`src/hw/rtl/assert_macros.svh`:
```
// Assertion helpers included by the top-level RTL file.
`ifndef ASSERT_MACROS_SVH
`define ASSERT_MACROS_SVH

// Check a property on every rising clk edge outside reset.
`define ASSERT_CLK(label, prop, msg) \
  label: assert property (@(posedge clk) disable iff (!rst_n) (prop)) else $error(msg);

// Check that a condition never holds on a rising clk edge outside reset.
`define ASSERT_NEVER(label, cond, msg) \
  label: assert property (@(posedge clk) disable iff (!rst_n) !(cond)) else $error(msg);

`endif

```
`src/hw/rtl/ebt_pkg.sv`:
```
package ebt_pkg;

  localparam int NUM_ENC = 5;
  localparam int CH_W    = 3;

  // Register indexes on the configuration port
  localparam logic [1:0] CFG_REVERSE   = 2'd0;
  localparam logic [1:0] CFG_POLL_IVL  = 2'd1;
  localparam logic [1:0] CFG_STEP_AGE  = 2'd2;

  localparam logic [15:0] POLL_IVL_RST = 16'd100;
  localparam logic [15:0] STEP_AGE_RST = 16'd1000;
  localparam logic [14:0] DUR_MAX      = 15'h7fff;

  typedef enum logic [1:0] {
    OP_PIN   = 2'd0,
    OP_POLL  = 2'd1,
    OP_CLEAR = 2'd2,
    OP_READ  = 2'd3
  } op_t;

  typedef enum logic [2:0] {
    KIND_NONE     = 3'd0,
    KIND_UP       = 3'd1,
    KIND_DOWN     = 3'd2,
    KIND_PRESSED  = 3'd3,
    KIND_LONG     = 3'd4,
    KIND_RELEASED = 3'd5
  } ev_kind_t;

  typedef struct packed {
    op_t         op;
    logic [15:0] int_flags;
    logic [15:0] pin_capture;
    logic [2:0]  encoder_index;
    logic [31:0] now_ms;
    logic [31:0] long_press_ms;
    logic [7:0]  boost;
  } in_item_t;

  typedef struct packed {
    ev_kind_t           event_kind;
    logic [14:0]        duration_ms;
    logic signed [15:0] total_count;
    logic signed [15:0] last_count;
  } out_item_t;

  typedef struct packed {
    logic        reverse_mode;
    logic [15:0] poll_interval_ms;
    logic [15:0] step_max_age_ms;
  } cfg_t;

endpackage

```
`src/hw/rtl/ebt_boost.sv`:
```
module ebt_boost (
  input  logic [15:0] raw,
  input  logic [7:0]  boost,
  output logic [15:0] scaled
);
  import ebt_pkg::*;

  logic [15:0] mag;
  logic [15:0] mag_m1;
  logic [22:0] prod;
  logic [23:0] big;

  // Magnitude of the signed delta, then (|c|-1)*boost+1
  assign mag    = raw[15] ? (16'd0 - raw) : raw;
  assign mag_m1 = mag - 16'd1;
  assign prod   = mag_m1[14:0] * boost;
  assign big    = {1'b0, prod} + 24'd1;

  // Restore sign and saturate to the 16-bit signed range
  always_comb begin
    if (boost <= 8'd1 || raw == 16'd0) begin
      scaled = raw;
    end else if (!raw[15]) begin
      scaled = (big > 24'd32767) ? 16'h7fff : big[15:0];
    end else begin
      scaled = (big >= 24'd32768) ? 16'h8000 : (16'd0 - big[15:0]);
    end
  end

endmodule

```
`src/hw/rtl/ebt_core.sv`:
```
module ebt_core (
  input  logic               clk,
  input  logic               rst_n,
  input  logic               exec,
  input  ebt_pkg::in_item_t  item,
  input  ebt_pkg::cfg_t      cfg,
  output ebt_pkg::out_item_t res
);
  import ebt_pkg::*;

  // Per-channel state
  logic [15:0] cnt_r  [NUM_ENC];
  logic [15:0] snap_r [NUM_ENC];
  logic [15:0] ld_r   [NUM_ENC];
  logic [31:0] lst_r  [NUM_ENC];
  logic [31:0] lrt_r  [NUM_ENC];
  logic [31:0] pt_r   [NUM_ENC];
  logic        bd_r   [NUM_ENC];
  logic        pr_r   [NUM_ENC];
  logic        lpf_r  [NUM_ENC];

  logic [15:0] cnt_nxt  [NUM_ENC];
  logic [15:0] snap_nxt [NUM_ENC];
  logic [15:0] ld_nxt   [NUM_ENC];
  logic [31:0] lst_nxt  [NUM_ENC];
  logic [31:0] lrt_nxt  [NUM_ENC];
  logic [31:0] pt_nxt   [NUM_ENC];
  logic        bd_nxt   [NUM_ENC];
  logic        pr_nxt   [NUM_ENC];
  logic        lpf_nxt  [NUM_ENC];

  logic             chan_ok;
  logic [CH_W-1:0]  sel;
  logic [15:0]      cnt_s, snap_s, ld_s;
  logic [31:0]      lst_s, lrt_s, pt_s;
  logic             bd_s, pr_s, lpf_s;
  logic [31:0]      now;
  logic [31:0]      rep_due, age_due, long_due, elapsed;
  logic [14:0]      dur_sat;
  logic [15:0]      diff;
  logic [15:0]      boosted;
  logic [7:0]       fa, ca;

  // Select the addressed channel; out-of-range indexes read channel 0 and are gated
  assign chan_ok = (item.encoder_index < CH_W'(NUM_ENC));
  assign sel     = chan_ok ? item.encoder_index : '0;
  assign now     = item.now_ms;

  assign cnt_s  = cnt_r[sel];
  assign snap_s = snap_r[sel];
  assign ld_s   = ld_r[sel];
  assign lst_s  = lst_r[sel];
  assign lrt_s  = lrt_r[sel];
  assign pt_s   = pt_r[sel];
  assign bd_s   = bd_r[sel];
  assign pr_s   = pr_r[sel];
  assign lpf_s  = lpf_r[sel];

  // Wrapping deadlines for the poll checks
  assign rep_due  = lrt_s + {16'd0, cfg.poll_interval_ms};
  assign age_due  = lst_s + {16'd0, cfg.step_max_age_ms};
  assign long_due = pt_s + item.long_press_ms;
  assign elapsed  = now - pt_s;
  assign dur_sat  = (|elapsed[31:15]) ? DUR_MAX : elapsed[14:0];
  assign diff     = cnt_s - snap_s;

  assign fa = item.int_flags[15:8];
  assign ca = item.pin_capture[15:8];

  ebt_boost u_boost (
    .raw    (ld_s),
    .boost  (item.boost),
    .scaled (boosted)
  );

  // Next state and result for the item in flight
  always_comb begin
    logic     pa, pb;
    logic     pr_n, lpf_n;
    ev_kind_t kind;
    for (int i = 0; i < NUM_ENC; i++) begin
      cnt_nxt[i]  = cnt_r[i];
      snap_nxt[i] = snap_r[i];
      ld_nxt[i]   = ld_r[i];
      lst_nxt[i]  = lst_r[i];
      lrt_nxt[i]  = lrt_r[i];
      pt_nxt[i]   = pt_r[i];
      bd_nxt[i]   = bd_r[i];
      pr_nxt[i]   = pr_r[i];
      lpf_nxt[i]  = lpf_r[i];
    end
    res  = '0;
    kind = KIND_NONE;
    pr_n = pr_s;
    lpf_n = lpf_s;
    pa = 1'b0;
    pb = 1'b0;

    unique case (item.op)
      OP_PIN: begin
        // Quadrature pairs on port A for the first four encoders
        for (int b = 0; b < NUM_ENC - 1; b++) begin
          pa = ca[2*b];
          pb = ca[2*b+1];
          if (fa[2*b]) begin
            if (cfg.reverse_mode) begin
              if (pa) begin
                cnt_nxt[b] = pb ? cnt_r[b] - 16'd1 : cnt_r[b] + 16'd1;
                lst_nxt[b] = now;
              end
            end else if (!pb) begin
              cnt_nxt[b] = pa ? cnt_r[b] + 16'd1 : cnt_r[b] - 16'd1;
              lst_nxt[b] = now;
            end
          end
        end
        // Fifth encoder has fixed pins on port B
        if (item.int_flags[5] && item.pin_capture[5]) begin
          cnt_nxt[NUM_ENC-1] = item.pin_capture[6] ? cnt_r[NUM_ENC-1] - 16'd1
                                                   : cnt_r[NUM_ENC-1] + 16'd1;
          lst_nxt[NUM_ENC-1] = now;
        end
        // Buttons: low level is a press
        for (int b = 0; b < NUM_ENC; b++) begin
          if (item.int_flags[b]) begin
            if (!item.pin_capture[b]) begin
              pt_nxt[b] = now;
              bd_nxt[b] = 1'b1;
            end else begin
              bd_nxt[b] = 1'b0;
            end
          end
        end
      end

      OP_POLL: begin
        if (chan_ok && rep_due <= now) begin
          if (snap_s != cnt_s) begin
            snap_nxt[sel] = cnt_s;
            if (!(age_due <= now)) begin
              ld_nxt[sel] = diff;
              kind = diff[15] ? KIND_DOWN : KIND_UP;
            end else begin
              ld_nxt[sel] = 16'd0;
            end
          end
          if (kind == KIND_NONE) begin
            if (bd_s) begin
              if (!pr_s) begin
                pr_n  = 1'b1;
                lpf_n = 1'b0;
                kind  = KIND_PRESSED;
              end
              if (!lpf_n && item.long_press_ms != 32'd0 && long_due <= now) begin
                lpf_n = 1'b1;
                kind  = KIND_LONG;
                res.duration_ms = dur_sat;
              end
            end else if (pr_s) begin
              pr_n = 1'b0;
              if (!lpf_s) begin
                kind = KIND_RELEASED;
                res.duration_ms = dur_sat;
              end
            end
            pr_nxt[sel]  = pr_n;
            lpf_nxt[sel] = lpf_n;
          end
          if (kind != KIND_NONE) begin
            lrt_nxt[sel] = now;
          end
        end
        res.event_kind = kind;
      end

      OP_CLEAR: begin
        if (chan_ok) begin
          lst_nxt[sel] = 32'd0;
          lrt_nxt[sel] = 32'd0;
          ld_nxt[sel]  = 16'd0;
          bd_nxt[sel]  = 1'b0;
          pr_nxt[sel]  = 1'b0;
        end
      end

      OP_READ: begin
        if (chan_ok) begin
          res.total_count = $signed(cnt_s);
          res.last_count  = $signed(boosted);
        end
      end

      default: begin
      end
    endcase
  end

  // Commit state when the item leaves the stage
  always_ff @(posedge clk) begin
    if (!rst_n) begin
      for (int i = 0; i < NUM_ENC; i++) begin
        cnt_r[i]  <= '0;
        snap_r[i] <= '0;
        ld_r[i]   <= '0;
        lst_r[i]  <= '0;
        lrt_r[i]  <= '0;
        bd_r[i]   <= 1'b0;
        pr_r[i]   <= 1'b0;
        lpf_r[i]  <= 1'b0;
      end
    end else if (exec) begin
      for (int i = 0; i < NUM_ENC; i++) begin
        cnt_r[i]  <= cnt_nxt[i];
        snap_r[i] <= snap_nxt[i];
        ld_r[i]   <= ld_nxt[i];
        lst_r[i]  <= lst_nxt[i];
        lrt_r[i]  <= lrt_nxt[i];
        bd_r[i]   <= bd_nxt[i];
        pr_r[i]   <= pr_nxt[i];
        lpf_r[i]  <= lpf_nxt[i];
      end
    end
  end

  // Press timestamps are written before any read
  always_ff @(posedge clk) begin
    if (exec) begin
      for (int i = 0; i < NUM_ENC; i++) begin
        pt_r[i] <= pt_nxt[i];
      end
    end
  end

endmodule

```
`src/hw/rtl/encoder_button_event_tracker_top.sv`:
```
// Encoder and button event tracker for five channels. One item is taken per
// clock cycle while the result is not stalled. The item passes from the input
// register to the result register, and a stall keeps it in the input register;
// out_valid rises when its result is loaded. The channel state is updated in
// that same step, so the next item already sees the effects of the previous
// one. Every item returns exactly one result: pin events, clears and polls
// that report nothing carry event_kind none, and total_count and last_count
// are nonzero only for a read-counts item. The throughput is one item per
// cycle whenever out_ready is high. A stalled result holds the input register,
// and in_ready drops only when both stages are full and out_ready is low.
// Configuration writes take effect at the next edge and belong while the block
// is idle. No clearing pass follows reset.
module encoder_button_event_tracker_top (
  input  logic               clk,
  input  logic               rst_n,
  input  logic               in_valid,
  output logic               in_ready,
  input  ebt_pkg::in_item_t  in_data,
  output logic               out_valid,
  input  logic               out_ready,
  output ebt_pkg::out_item_t out_data,
  input  logic               cfg_we,
  input  logic [1:0]         cfg_index,
  input  logic [15:0]        cfg_wdata
);
  import ebt_pkg::*;

  `include "assert_macros.svh"

  cfg_t      cfg_r;
  in_item_t  in_r;
  logic      in_valid_r;
  out_item_t out_data_r;
  logic      out_valid_r;
  out_item_t res;
  logic      advance;
  logic      stalled;
  logic      dur_kind;
  logic      has_event;
  logic      cnt_zero;

  // Move the stage forward when the result register is free or drains
  assign advance  = !out_valid_r || out_ready;
  assign in_ready = !in_valid_r || advance;

  // Configuration registers
  always_ff @(posedge clk) begin
    if (!rst_n) begin
      cfg_r.reverse_mode     <= 1'b0;
      cfg_r.poll_interval_ms <= POLL_IVL_RST;
      cfg_r.step_max_age_ms  <= STEP_AGE_RST;
    end else if (cfg_we) begin
      unique case (cfg_index)
        CFG_REVERSE:  cfg_r.reverse_mode     <= cfg_wdata[0];
        CFG_POLL_IVL: cfg_r.poll_interval_ms <= cfg_wdata;
        CFG_STEP_AGE: cfg_r.step_max_age_ms  <= cfg_wdata;
        default: begin
        end
      endcase
    end
  end

  // Input register
  always_ff @(posedge clk) begin
    if (!rst_n) begin
      in_valid_r <= 1'b0;
    end else if (in_ready) begin
      in_valid_r <= in_valid;
    end
  end

  always_ff @(posedge clk) begin
    if (in_valid && in_ready) begin
      in_r <= in_data;
    end
  end

  ebt_core u_core (
    .clk   (clk),
    .rst_n (rst_n),
    .exec  (in_valid_r && advance),
    .item  (in_r),
    .cfg   (cfg_r),
    .res   (res)
  );

  // Result register
  always_ff @(posedge clk) begin
    if (!rst_n) begin
      out_valid_r <= 1'b0;
    end else if (advance) begin
      out_valid_r <= in_valid_r;
    end
  end

  always_ff @(posedge clk) begin
    if (advance && in_valid_r) begin
      out_data_r <= res;
    end
  end

  assign out_valid = out_valid_r;
  assign out_data  = out_data_r;

  // Terms for the checks below
  assign stalled   = in_valid_r && !advance;
  assign dur_kind  = out_data.event_kind == KIND_LONG || out_data.event_kind == KIND_RELEASED;
  assign has_event = out_data.event_kind != KIND_NONE;
  assign cnt_zero  = out_data.total_count == 16'sd0 && out_data.last_count == 16'sd0;

  // Input stage backs up only behind a stalled result
  `ASSERT_CLK(a_ready_low_full, !in_ready |-> stalled, "in_ready low without a stall")
  // A stalled input stage keeps its item
  `ASSERT_CLK(a_in_hold, stalled |=> (in_valid_r && $stable(in_r)), "stalled item lost")
  // Only long press and release carry a duration
  `ASSERT_NEVER(a_dur_kind, out_valid && out_data.duration_ms != 15'd0 && !dur_kind, "stray duration")
  // Events and counts never share a result
  `ASSERT_NEVER(a_event_no_counts, out_valid && has_event && !cnt_zero, "counts on an event")

endmodule

```
`config.mk`:
```
export PLATFORM = sky130hd
export DESIGN_NAME = encoder_button_event_tracker_top
export DESIGN_NICKNAME = d
export VERILOG_FILES = /design/src/hw/rtl/ebt_pkg.sv /design/src/hw/rtl/ebt_boost.sv /design/src/hw/rtl/ebt_core.sv /design/src/hw/rtl/encoder_button_event_tracker_top.sv
export VERILOG_INCLUDE_DIRS = /design/src /design/src/hw/rtl
export SDC_FILE = /design/constraint.sdc
export NUM_CORES = 2
export LEC_CHECK = 0
export ABC_AREA = 1
export BUFFER_PORTS_ARGS = -buffer_cell sky130_fd_sc_hd__clkbuf_2
export CAP_MARGIN = 20
export CORE_MARGIN = 2
export CORE_UTILIZATION = 64
export DETAILED_ROUTE_END_ITERATION = 10
export PLACE_DENSITY = 0.8
export SYNTH_ARGS = -nofsm -noshare
export SYNTH_HDL_FRONTEND = slang
export SYNTH_SLANG_ARGS = --single-unit
```
`constraint.sdc`:
```
create_clock -name clk -period 17.8 [get_ports clk]
set_input_delay 1.78 -clock clk [delete_from_list [all_inputs] [get_ports clk]]
set_output_delay 1.78 -clock clk [all_outputs]
set_load 0.02 [all_outputs]
```
==> summary.md <==
* 176 — # port buffers
* 70 ps — clock-pin transition on the worst setup and hold timing paths
* 3 — htree depth
* cfg_r[22] — startpoint of the lowest-slack hold path
* reg2reg — crit path kind
* 7010 ps — worst setup slack for register-to-register paths
* 21.1 um — Routed WL per cell
* 0 — count of maximum capacitance violations
* 0 — hold violation count in the final report
* 922 — clock tree sinks
* in_r[74] — FF-to-FF Start
* nand2_1 (1163), edfxtp_1 (887), inv_1 (819) — most used cells in the layout excluding fill and tap cells
* 6.97% — share of layout cells above drive strength 1
* 0 — cts hold-fix bufs
* 3 — Clock Tree Buf Depth
* 92.7 MHz — Max Clk Rate
* 306 um — Die Width
* 8.72% — layout overhead on the synthesized area
* 130 nW/um2 — Power Density
* 479 ps — post-route worst hold slack
* 24.6% — max-slew headroom at the worst pin
* 34 — maximum fanout along the worst path
* done — clock tree from TritonCTS
* 0 — final setup violation count
* 35.9% — total routing resource utilization after global routing
* 64.7% — Starting Density
* 263000 um — global-route wire length before repair
* reg2reg — min-delay worst type
* 6 — first-pass iteration count of the detailed router
* clkbuf_16 — buffer type at the clock tree root
* 90100 um2 — placeable core region
* 0 — number of antenna-violating nets in the routed design
* 96 — Num CTS Buffers
* 7238 — syn nets
* 7060 ps — post-place setup slack
* 0 ps — summed negative setup slack over all endpoints
* flip-flop — critical path startpoint category
* 18240 ps — required time worst endpoint
* 63500 um2 — Post-Layout Inst Area
* 6929 — Filler cells
* 8.66 um2 — Post-Synthesis Mean Instance Area
* 184 — total I/O pin count
* 6.22 — post-DR vias/cell
* 110 — number of core rows
* 27.0 nW — leakage power figure
* nand2_1 — most common cell after layout, fill and taps aside
* 46.8% — share of synthesized area occupied by flip-flops and latches
* 0 — leftover overflow at the end of global routing
* 2 — number of cells on the worst hold path
* 58400 um2 — post-synthesis instance area
* 6742 — Mapped Cells
* 922 — flip-flop and latch count after synthesis
* edfxtp_1 — area leader, netlist
* false — setup repair after global routing missed its margin
* 38 — Register-to-Register Path Depth
* 66 — count of different cell masters after synthesis
* 27300 um2 — Reg area
* 6423 — Initial DRC Count
* 0 — post-cts gate resize count
* 0.983 — routability congestion estimate from global placement
* 7306 — number of nets in the layout
* 0 — number of warnings issued by yosys
* edfxtp_1 — cell with the largest stage delay on the worst path
* 11230 ps — critical path arrival
* 50200 — number of vias in the routed layout
* 0 — number of DRC violations after detailed routing
* 48300 — number of global-route vias before repair
* 27.0 ps — Worst Clk Skew
* 26900 um2 — area used by multi-input combinational logic
* 306 um — die extent in y
* 115000 um — HPWL after DPL
* edfxtp_1 (46%), nand2_1 (7.5%), a21oi_1 (6.7%) — top cells by area, synth
* completed — status
* 5 — antenna violations before repair
* 60.6% — ratio of final minimum period to clock period
* cfg_r[22] — Endpoint, Worst Hold
* 0.000248 V — worst IR drop on VDD
* flip-flop — endpoint kind of the worst setup timing path
* 610 ps — max incr delay on CP
* 93600 um2 — die area
* 45.6% — top cell type's share of synthesized area
* 60300 um2 — standard cell area after detailed placement
* edfxtp_1 — top_reg_cell synth
* 170000 um — final routed wirelength across all metal layers
* 700 ps — Clk Latency, worst-skew pair
* 0 — setup repair bufs after CTS
* 0% — share of synthesized flip-flops with an asynchronous set or reset
* 201 — largest net degree at the start of global routing
* 1120 ps — Least-Margin Pin Slew
* 887 — EDFF count, synth
* 0 — Final Max Slew Viols
* 7010 ps — worst path setup slack after routing
* 10790 ps — shortest clock period the worst path allows after layout
* out_data[9] — endpoint of the lowest-slack register-to-register path
worst max path at each step:
stage                                     end  depth (start not counted)     start
after floorplan            u_core.lrt_r[0][0]                         38  in_r[73]
after global placement            out_data[9]                         36  in_r[74]
after detailed placement   u_core.lrt_r[3][3]                         34  in_r[74]
after CTS                 u_core.lrt_r[2][19]                         34  in_r[74]
after global routing             out_data[12]                         38  in_r[74]
final                             out_data[9]                         38  in_r[74]
state kept, by name (all words and copies together), names as in the netlist, 33 cells and up:
register	count
out_data	50
cfg_r	33
u_core.snap_r	80
in_r	102
u_core.lrt_r	160
u_core.lst_r	160
u_core.cnt_r	80
u_core.pt_r	160
u_core.ld_r	80
where the power goes:
group	total [mW]	internal [mW]	switching, mW
registers	2.61	2.52	0.0838
logic	3.60	1.10	2.50
clock network	2.04	1.16	0.879
total	8.25	4.78	3.47
cells by family (layout without fill, tap and decap cells):
family | count (synthesis) | in the layout | synth area share [%]
XOR/XNOR | 207 | 207 | 3.17
AND/OR/NAND/NOR | 2431 | 2431 | 17.5
buffers and inverters | 1124 | 1271 | 7.40
adder cells (fa/ha/maj) | 364 | 364 | 8.88
flip-flops | 922 | 922 | 46.8
multiplexers | 46 | 46 | 0.789
other | 0 | 6 | 0
AO/OA/AOI/OAI | 1648 | 1648 | 15.5
layer usage:
layer / global-route usage, % / vias up / share of wire, %
met5: 0 / - / 0.0094
met4: 15.7 / 2 / 4.5
met3: 6.96 / 458 / 11
met2: 58.2 / 2978 / 46
met1: 47.1 / 23500 / 38
li1: - / 23300 / -
cells in the mapped netlist, drive strengths merged (9+ instances only):
cell type  count
and3          14
nor2         694
o21a          25
nand3        338
o21bai         9
fa            84
a31oi         10
o21ai        567
nor4          25
inv          848
a21o           9
ha           280
a311o         16
xnor2         52
xor2         155
mux2i         46
buf           74
a22o          41
a22oi         26
nand4         75
nor3          71
a21boi        11
nand3b        17
o22ai         70
o211ai        50
a21oi        785
clkbuf       197
dfxtp         35
nand2       1180
edfxtp       887
final cells by class:
| class | count | area share, % |
|---|---|---|
| Sequential cell | 922 | 43.1 |
| Multi-Input combinational cell | 4696 | 42.3 |
| Inverter | 853 | 5.07 |
| Clock buffer | 114 | 3.92 |
| Tap cell | 1176 | 2.32 |
| Timing Repair Buffer | 241 | 2.22 |
| Clock inverter | 63 | 1.03 |
| Antenna cell | 6 | 0.0237 |
critical path: cells and delay by family (launching register included):
| family | cells | cell delay [ps] |
|---|---|---|
| XOR/XNOR | 3 | 840 |
| adder cells (fa/ha/maj) | 5 | 2570 |
| flip-flops | 1 | 610 |
| buffers and inverters | 9 | 1840 |
| AND/OR/NAND/NOR | 20 | 4220 |
| AO/OA/AOI/OAI | 1 | 410 |
through the flow:
step	total power, mW	instances	util (%)
6_report	8.25	8071	70.4
3_3_place_gp	6.09	7887	66.9
4_1_cts	8.18	8064	70.3
3_5_place_dp	6.14	7887	66.9
5_1_grt	8.79	8067	70.4
2_1_floorplan	5.19	6742	-
(Power assumes the default switching activity.)
